File: src/hdl/cmds_pkg.sv
// Package: constants, codes and control types of the circular diversity selector
`timescale 1ns / 1ps
package cmds_pkg;
  localparam int MAX_TAXA   = 32;
  localparam int MAX_SELECT = 16;
  localparam int VALUE_BITS = 32;
  localparam int POS_W      = $clog2(MAX_TAXA);
  localparam int SEL_W      = $clog2(MAX_SELECT);
  localparam int SCORE_W    = 40;
  localparam int PTR_W      = POS_W + 1;
  localparam int CNT_W      = SEL_W + 1;
  localparam int LAY_W      = SEL_W + 1;
  localparam int NCNT_W     = POS_W + 1;
  localparam int KCFG_W     = 5;
  localparam int CFG_IDX_W  = 2;
  localparam int CFG_DATA_W = 6;
  localparam int REQ_W      = 2;
  localparam int TAXON_W    = 5;
  localparam int PAIR_DEPTH = MAX_TAXA * MAX_TAXA;
  localparam int LAYER_DEPTH = 2 * MAX_TAXA * MAX_TAXA;
  localparam int BP_DEPTH   = (MAX_SELECT - 2) * MAX_TAXA * MAX_TAXA;
  localparam logic [PTR_W-1:0] PTR_UNSET = '1;
  localparam logic [SCORE_W-1:0] SCORE_MAX = '1;
  localparam logic [NCNT_W-1:0] TAXA_RESET = NCNT_W'(MAX_TAXA);
  localparam logic [KCFG_W-1:0] TARGET_RESET = KCFG_W'(2);

  typedef enum logic [REQ_W-1:0] {
    REQ_PAIR  = 2'd0,
    REQ_TAXON = 2'd1,
    REQ_RUN   = 2'd2
  } req_t;

  typedef enum logic [CFG_IDX_W-1:0] {
    REG_TAXA_COUNT  = 2'd0,
    REG_TARGET_SIZE = 2'd1
  } cfg_reg_t;

  typedef enum logic [4:0] {
    ST_IDLE, ST_START, ST_FSET, ST_LU, ST_LV, ST_LRD, ST_LACC, ST_LWR,
    ST_FU, ST_FV, ST_FRD, ST_FACC, ST_TINIT, ST_TCHK, ST_TRD, ST_TSTEP,
    ST_EOUT, ST_FAIL
  } state_t;

  typedef struct packed {
    logic idle;
    logic run_init;
    logic lay_next;
    logic f_start;
    logic u_next;
    logic v_init;
    logic acc;
    logic wr;
    logic t_init;
    logic t_step;
    logic t_end;
    logic e_load;
    logic fail_load;
  } cmd_t;

  typedef struct packed {
    logic run_req;
    logic bad_k;
    logic k_two;
    logic u_ok;
    logic v_ok;
    logic s_more;
    logic s_last;
    logic lay_last;
    logic found;
    logic t_done;
    logic t_gap;
    logic t_bad;
    logic out_free;
    logic e_last;
  } sts_t;
endpackage

File: src/hdl/cmds_ctrl.sv
// Controller: run sequencing state machine for layers, end search, trace-back and emit
`timescale 1ns / 1ps
module cmds_ctrl (
  input  logic            clk,
  input  logic            rst_n,
  input  cmds_pkg::sts_t  sts,
  output cmds_pkg::cmd_t  cmd
);
  import cmds_pkg::*;

  state_t state_r, state_nxt;

  always_ff @(posedge clk) begin
    if (!rst_n) begin
      state_r <= ST_IDLE;
    end else begin
      state_r <= state_nxt;
    end
  end

  always_comb begin
    state_nxt = state_r;
    case (state_r)
      ST_IDLE:  if (sts.run_req) state_nxt = ST_START;
      ST_START: begin
        if (sts.bad_k) state_nxt = ST_FAIL;
        else if (sts.k_two) state_nxt = ST_FSET;
        else state_nxt = ST_LU;
      end
      ST_FSET:  state_nxt = ST_FU;
      ST_LU: begin
        if (sts.u_ok) state_nxt = ST_LV;
        else if (sts.lay_last) state_nxt = ST_FSET;
      end
      ST_LV: begin
        if (!sts.v_ok) state_nxt = ST_LU;
        else if (sts.s_more) state_nxt = ST_LRD;
        else state_nxt = ST_LWR;
      end
      ST_LRD:   state_nxt = ST_LACC;
      ST_LACC:  state_nxt = sts.s_last ? ST_LWR : ST_LRD;
      ST_LWR:   state_nxt = ST_LV;
      ST_FU: begin
        if (sts.u_ok) state_nxt = ST_FV;
        else state_nxt = sts.found ? ST_TINIT : ST_FAIL;
      end
      ST_FV:    state_nxt = sts.v_ok ? ST_FRD : ST_FU;
      ST_FRD:   state_nxt = ST_FACC;
      ST_FACC:  state_nxt = ST_FV;
      ST_TINIT: state_nxt = ST_TCHK;
      ST_TCHK: begin
        if (sts.t_done) state_nxt = ST_EOUT;
        else if (sts.t_gap) state_nxt = ST_FAIL;
        else state_nxt = ST_TRD;
      end
      ST_TRD:   state_nxt = ST_TSTEP;
      ST_TSTEP: state_nxt = sts.t_bad ? ST_FAIL : ST_TCHK;
      ST_EOUT:  if (sts.out_free && sts.e_last) state_nxt = ST_IDLE;
      ST_FAIL:  if (sts.out_free) state_nxt = ST_IDLE;
      default:  state_nxt = ST_IDLE;
    endcase
  end

  always_comb begin
    cmd = '0;
    case (state_r)
      ST_IDLE:  cmd.idle = 1'b1;
      ST_START: cmd.run_init = 1'b1;
      ST_FSET:  cmd.f_start = 1'b1;
      ST_LU: begin
        if (sts.u_ok) cmd.v_init = 1'b1;
        else if (!sts.lay_last) cmd.lay_next = 1'b1;
      end
      ST_LV:    if (!sts.v_ok) cmd.u_next = 1'b1;
      ST_LACC:  cmd.acc = 1'b1;
      ST_LWR:   cmd.wr = 1'b1;
      ST_FU:    if (sts.u_ok) cmd.v_init = 1'b1;
      ST_FV:    if (!sts.v_ok) cmd.u_next = 1'b1;
      ST_FACC:  cmd.acc = 1'b1;
      ST_TINIT: cmd.t_init = 1'b1;
      ST_TCHK:  if (sts.t_done) cmd.t_end = 1'b1;
      ST_TSTEP: if (!sts.t_bad) cmd.t_step = 1'b1;
      ST_EOUT:  if (sts.out_free) cmd.e_load = 1'b1;
      ST_FAIL:  if (sts.out_free) cmd.fail_load = 1'b1;
      default:  cmd = '0;
    endcase
  end
endmodule

File: config.mk
export PLATFORM = sky130hd
export DESIGN_NAME = cmds_ctrl
export DESIGN_NICKNAME = d
export VERILOG_FILES = /design/src/hdl/cmds_pkg.sv /design/src/hdl/cmds_ctrl.sv
export SDC_FILE = /design/constraint.sdc
export NUM_CORES = 1
export LEC_CHECK = 0
export CORE_AREA = 3 3 40 42
export DETAILED_ROUTE_END_ITERATION = 16
export DIE_AREA = 0 0 43 45
export DONT_BUFFER_PORTS = 1
export PLACE_DENSITY = 0.72
export SLEW_MARGIN = 20
export SYNTH_ARGS = -nofsm -noshare
export SYNTH_HDL_FRONTEND = slang
export SYNTH_SLANG_ARGS = --single-unit
File: constraint.sdc
create_clock -name clk -period 4.4 [get_ports clk]
set_clock_uncertainty 0.2 [all_clocks]
set_input_delay 0.44 -clock clk [delete_from_list [all_inputs] [get_ports clk]]
set_output_delay 0.44 -clock clk [all_outputs]
set_load 0.02 [all_outputs]
==> impl_metrics.toml <==
[outcome]
status = "finished, final reports clean"

[synthesis]
proportion_of_synthesized_chip_area_in_sequential_cells = 0.157
yosysTopAreaCell = "sky130_fd_sc_hd__dfxtp_1"
syn_avg_cell_area_um2 = 7.09
netlist_area_um2 = 638
ys.flop_type = "sky130_fd_sc_hd__dfxtp_1"
synth-seq-cells = 5
synth_warnings = 0
synthDistinctLibCells = 34
synth_enable_flop_cells = 0
synth_top_area_frac = 0.157
post_synth_inst_count = 90
async_set_or_reset_register_ratio_after_synthesis = 0
synth_nets = 106
synth.area.top_cells = "sky130_fd_sc_hd__dfxtp_1, sky130_fd_sc_hd__nor3_1, sky130_fd_sc_hd__a21oi_1"

[clocking]
clk_transition_reported_paths_ns = 0.05
cts-hold-fix-buffers = 0
cts-resized-gates = 0
cts-root-to-sink-buffers = 2
clk-insertion-delay-late_ns = 0.24
clockRootBuffer = "sky130_fd_sc_hd__clkbuf_4"
cts_tree = "yes"
cts_num_sinks = 5
post_cts_buffers = 0
ctsHtreeMaxLevel = 1
numCtsBuffers = 3

[die]
core_region_area_um2 = 1280
io-pin-count = 29
die_w_um = 43
dieHeight_um = 45
std_cell_rows = 13
die-area_um2 = 1940
initial_core_util = 0.497

[setup_path]
worst_ep_required_time_ns = 3.76
timing.setup.critical_path_class = "flip-flop to output pin"
r2r_slack_ns = 2.05
worst_ep_arrival_time_ns = 2.02
critPathLaunchType = "flip-flop"
setup.worst_path.start = "state_r[0]"
worstReg2RegStart = "state_r[3]"
crit_path_end_kind = "output pin"
maximum_fanout_count_along_the_critical_path = 18

[drt]
average_wire_length_per_cell_after_detail_routing_um = 16.4
count_of_tritonroute_iterations_in_the_first_routing_pass = 4
detailedRoute.firstIterationViolations = 21
drc_errors = 0
wirelength_mm = 1.60
antenna_violating_nets_post_route = 0
via_density = 6.59
routed-via-count = 646

[final_layout]
insertedDiodeCount = 0
largest_register_ffs = 5
max_flop_register = "state_r"
drive_above_1_share = 0.108
nets = 100
fillerInstances = 141
flow.area_growth_from_synthesis_pct = -1.18
regs_by_ff_count = "state_r x5"

[sta]
timing.fmax_mhz = 375
maxSlewHeadroom = 0.297
tightestPinTransition_ns = 1.05
setup-tns-final_ns = 0
timing_hold_violations_final = 0
setup_viol = 0
min_period_over_period = 0.606
fin_crit_ns = 2.66
setup_repair_after_global_routing_missed_its_margin = "no"
finalMaxSlewViolations = 0

[grt]
maximum_number_of_pins_on_one_net_before_global_route_repair = 20
antenna_found_initial = 0
grt_remaining_overflow = 0
grt_pass1_wl_mm = 2.57
grt.total_usage = 0.178
grt_pass1_vias = 555

[placed_design]
port_buffers = 0
place_hpwl_mm = 1.18
gp_routability_congestion = 0.833

[power_and_ir_drop]
vdd_ir_drop_max_v = 0.000236
leakagePower_nw = 0.225
report.power.total_mw = 0.245
power.density_nw_per_um2 = 388

[flow_run]
max-cap-violations = 0

[hold_path]
min_from = "rst_n"
holdCritPathClass = "primary input to flip-flop"
==> cell families (layout without fill, tap and decap cells) <==
group	after synthesis	after routing	share of synthesized area
flip-flops	5	5	0.157
AO/OA/AOI/OAI	28	28	0.345
buffers and inverters	17	10	0.120
AND/OR/NAND/NOR	40	40	0.378
==> placed cells by master, fill, tap and decap left out, drive strengths merged, types with 2 or more instances in the layout <==
| cell | n |
|---|---|
| dfxtp | 5 |
| o31ai | 3 |
| nor3 | 7 |
| a211oi | 3 |
| inv | 6 |
| nor2 | 6 |
| nand2b | 4 |
| or4b | 2 |
| nor4b | 3 |
| nor2b | 2 |
| nor4 | 3 |
| or3 | 2 |
| o21a | 2 |
| o21ai | 3 |
| clkbuf | 4 |
| nand2 | 4 |
| a21oi | 6 |
| nand3b | 4 |
==> layout make-up <==
type	count	area [um2]	share of cell area
Multi-Input combinational cell	68	463	0.734
Sequential cell	5	100	0.159
Clock buffer	4	26.3	0.0417
Inverter	6	22.5	0.0357
Tap cell	15	18.8	0.0298
==> stage by stage <==
step           std cells  worst slack (ns)  hold WS, ns  area [um2]   util
2_1_floorplan         90              1.79        0.358         638      -
3_3_place_gp          94              2.03        0.367         604  0.470
3_5_place_dp          94              1.99        0.368         604  0.470
4_1_cts               98              1.71        0.108         631  0.491
5_1_grt               98              1.57        0.114         631  0.491
6_report              98              1.74        0.118         631  0.491
==> path summary, 6_finish.rpt <==
path	endpoint	cells past startpoint
worst max-delay path	cmd[8]	2
worst min-delay path	state_r[3]	1
worst max register to register	state_r[0]	4
worst min register to register	state_r[4]	2
==> routing by layer <==
layer,vias to the layer above,share of wire,global-route usage
met1,295,0.44,0.237
met5,-,0,0
li1,322,-,-
met4,0,0,0.108
met3,0,0.095,0.0319
met2,29,0.46,0.269
==> critical path, cell delays in order, from the launching register on <==
cell and delay, ns:
sky130_fd_sc_hd__dfxtp_1 0.63, sky130_fd_sc_hd__nand3b_1 0.16, sky130_fd_sc_hd__a2111oi_1 0.98
==> where the power goes <==
| group | total, mW | internal, mW | switching [mW] |
|---|---|---|---|
| Sequential | 0.0838 | 0.0530 | 0.0308 |
| Clock | 0.0544 | 0.0344 | 0.0201 |
| Combinational | 0.107 | 0.0448 | 0.0618 |
| Total | 0.245 | 0.132 | 0.113 |
==> synth_stat cells (2+ instances only) <==
master,number
sky130_fd_sc_hd__o31ai_1,3
sky130_fd_sc_hd__buf_2,4
sky130_fd_sc_hd__nor2b_1,2
sky130_fd_sc_hd__a211oi_1,3
sky130_fd_sc_hd__o21ai_0,3
sky130_fd_sc_hd__clkbuf_1,6
sky130_fd_sc_hd__nand2b_1,4
sky130_fd_sc_hd__nor2_1,6
sky130_fd_sc_hd__inv_1,6
sky130_fd_sc_hd__nor4b_1,3
sky130_fd_sc_hd__or3_1,2
sky130_fd_sc_hd__nand2_1,4
sky130_fd_sc_hd__dfxtp_1,5
sky130_fd_sc_hd__o21a_1,2
sky130_fd_sc_hd__nor3_1,7
sky130_fd_sc_hd__nor4_1,3
sky130_fd_sc_hd__or4b_2,2
sky130_fd_sc_hd__a21oi_1,6
sky130_fd_sc_hd__nand3b_1,4
(Power assumes the default switching activity.)
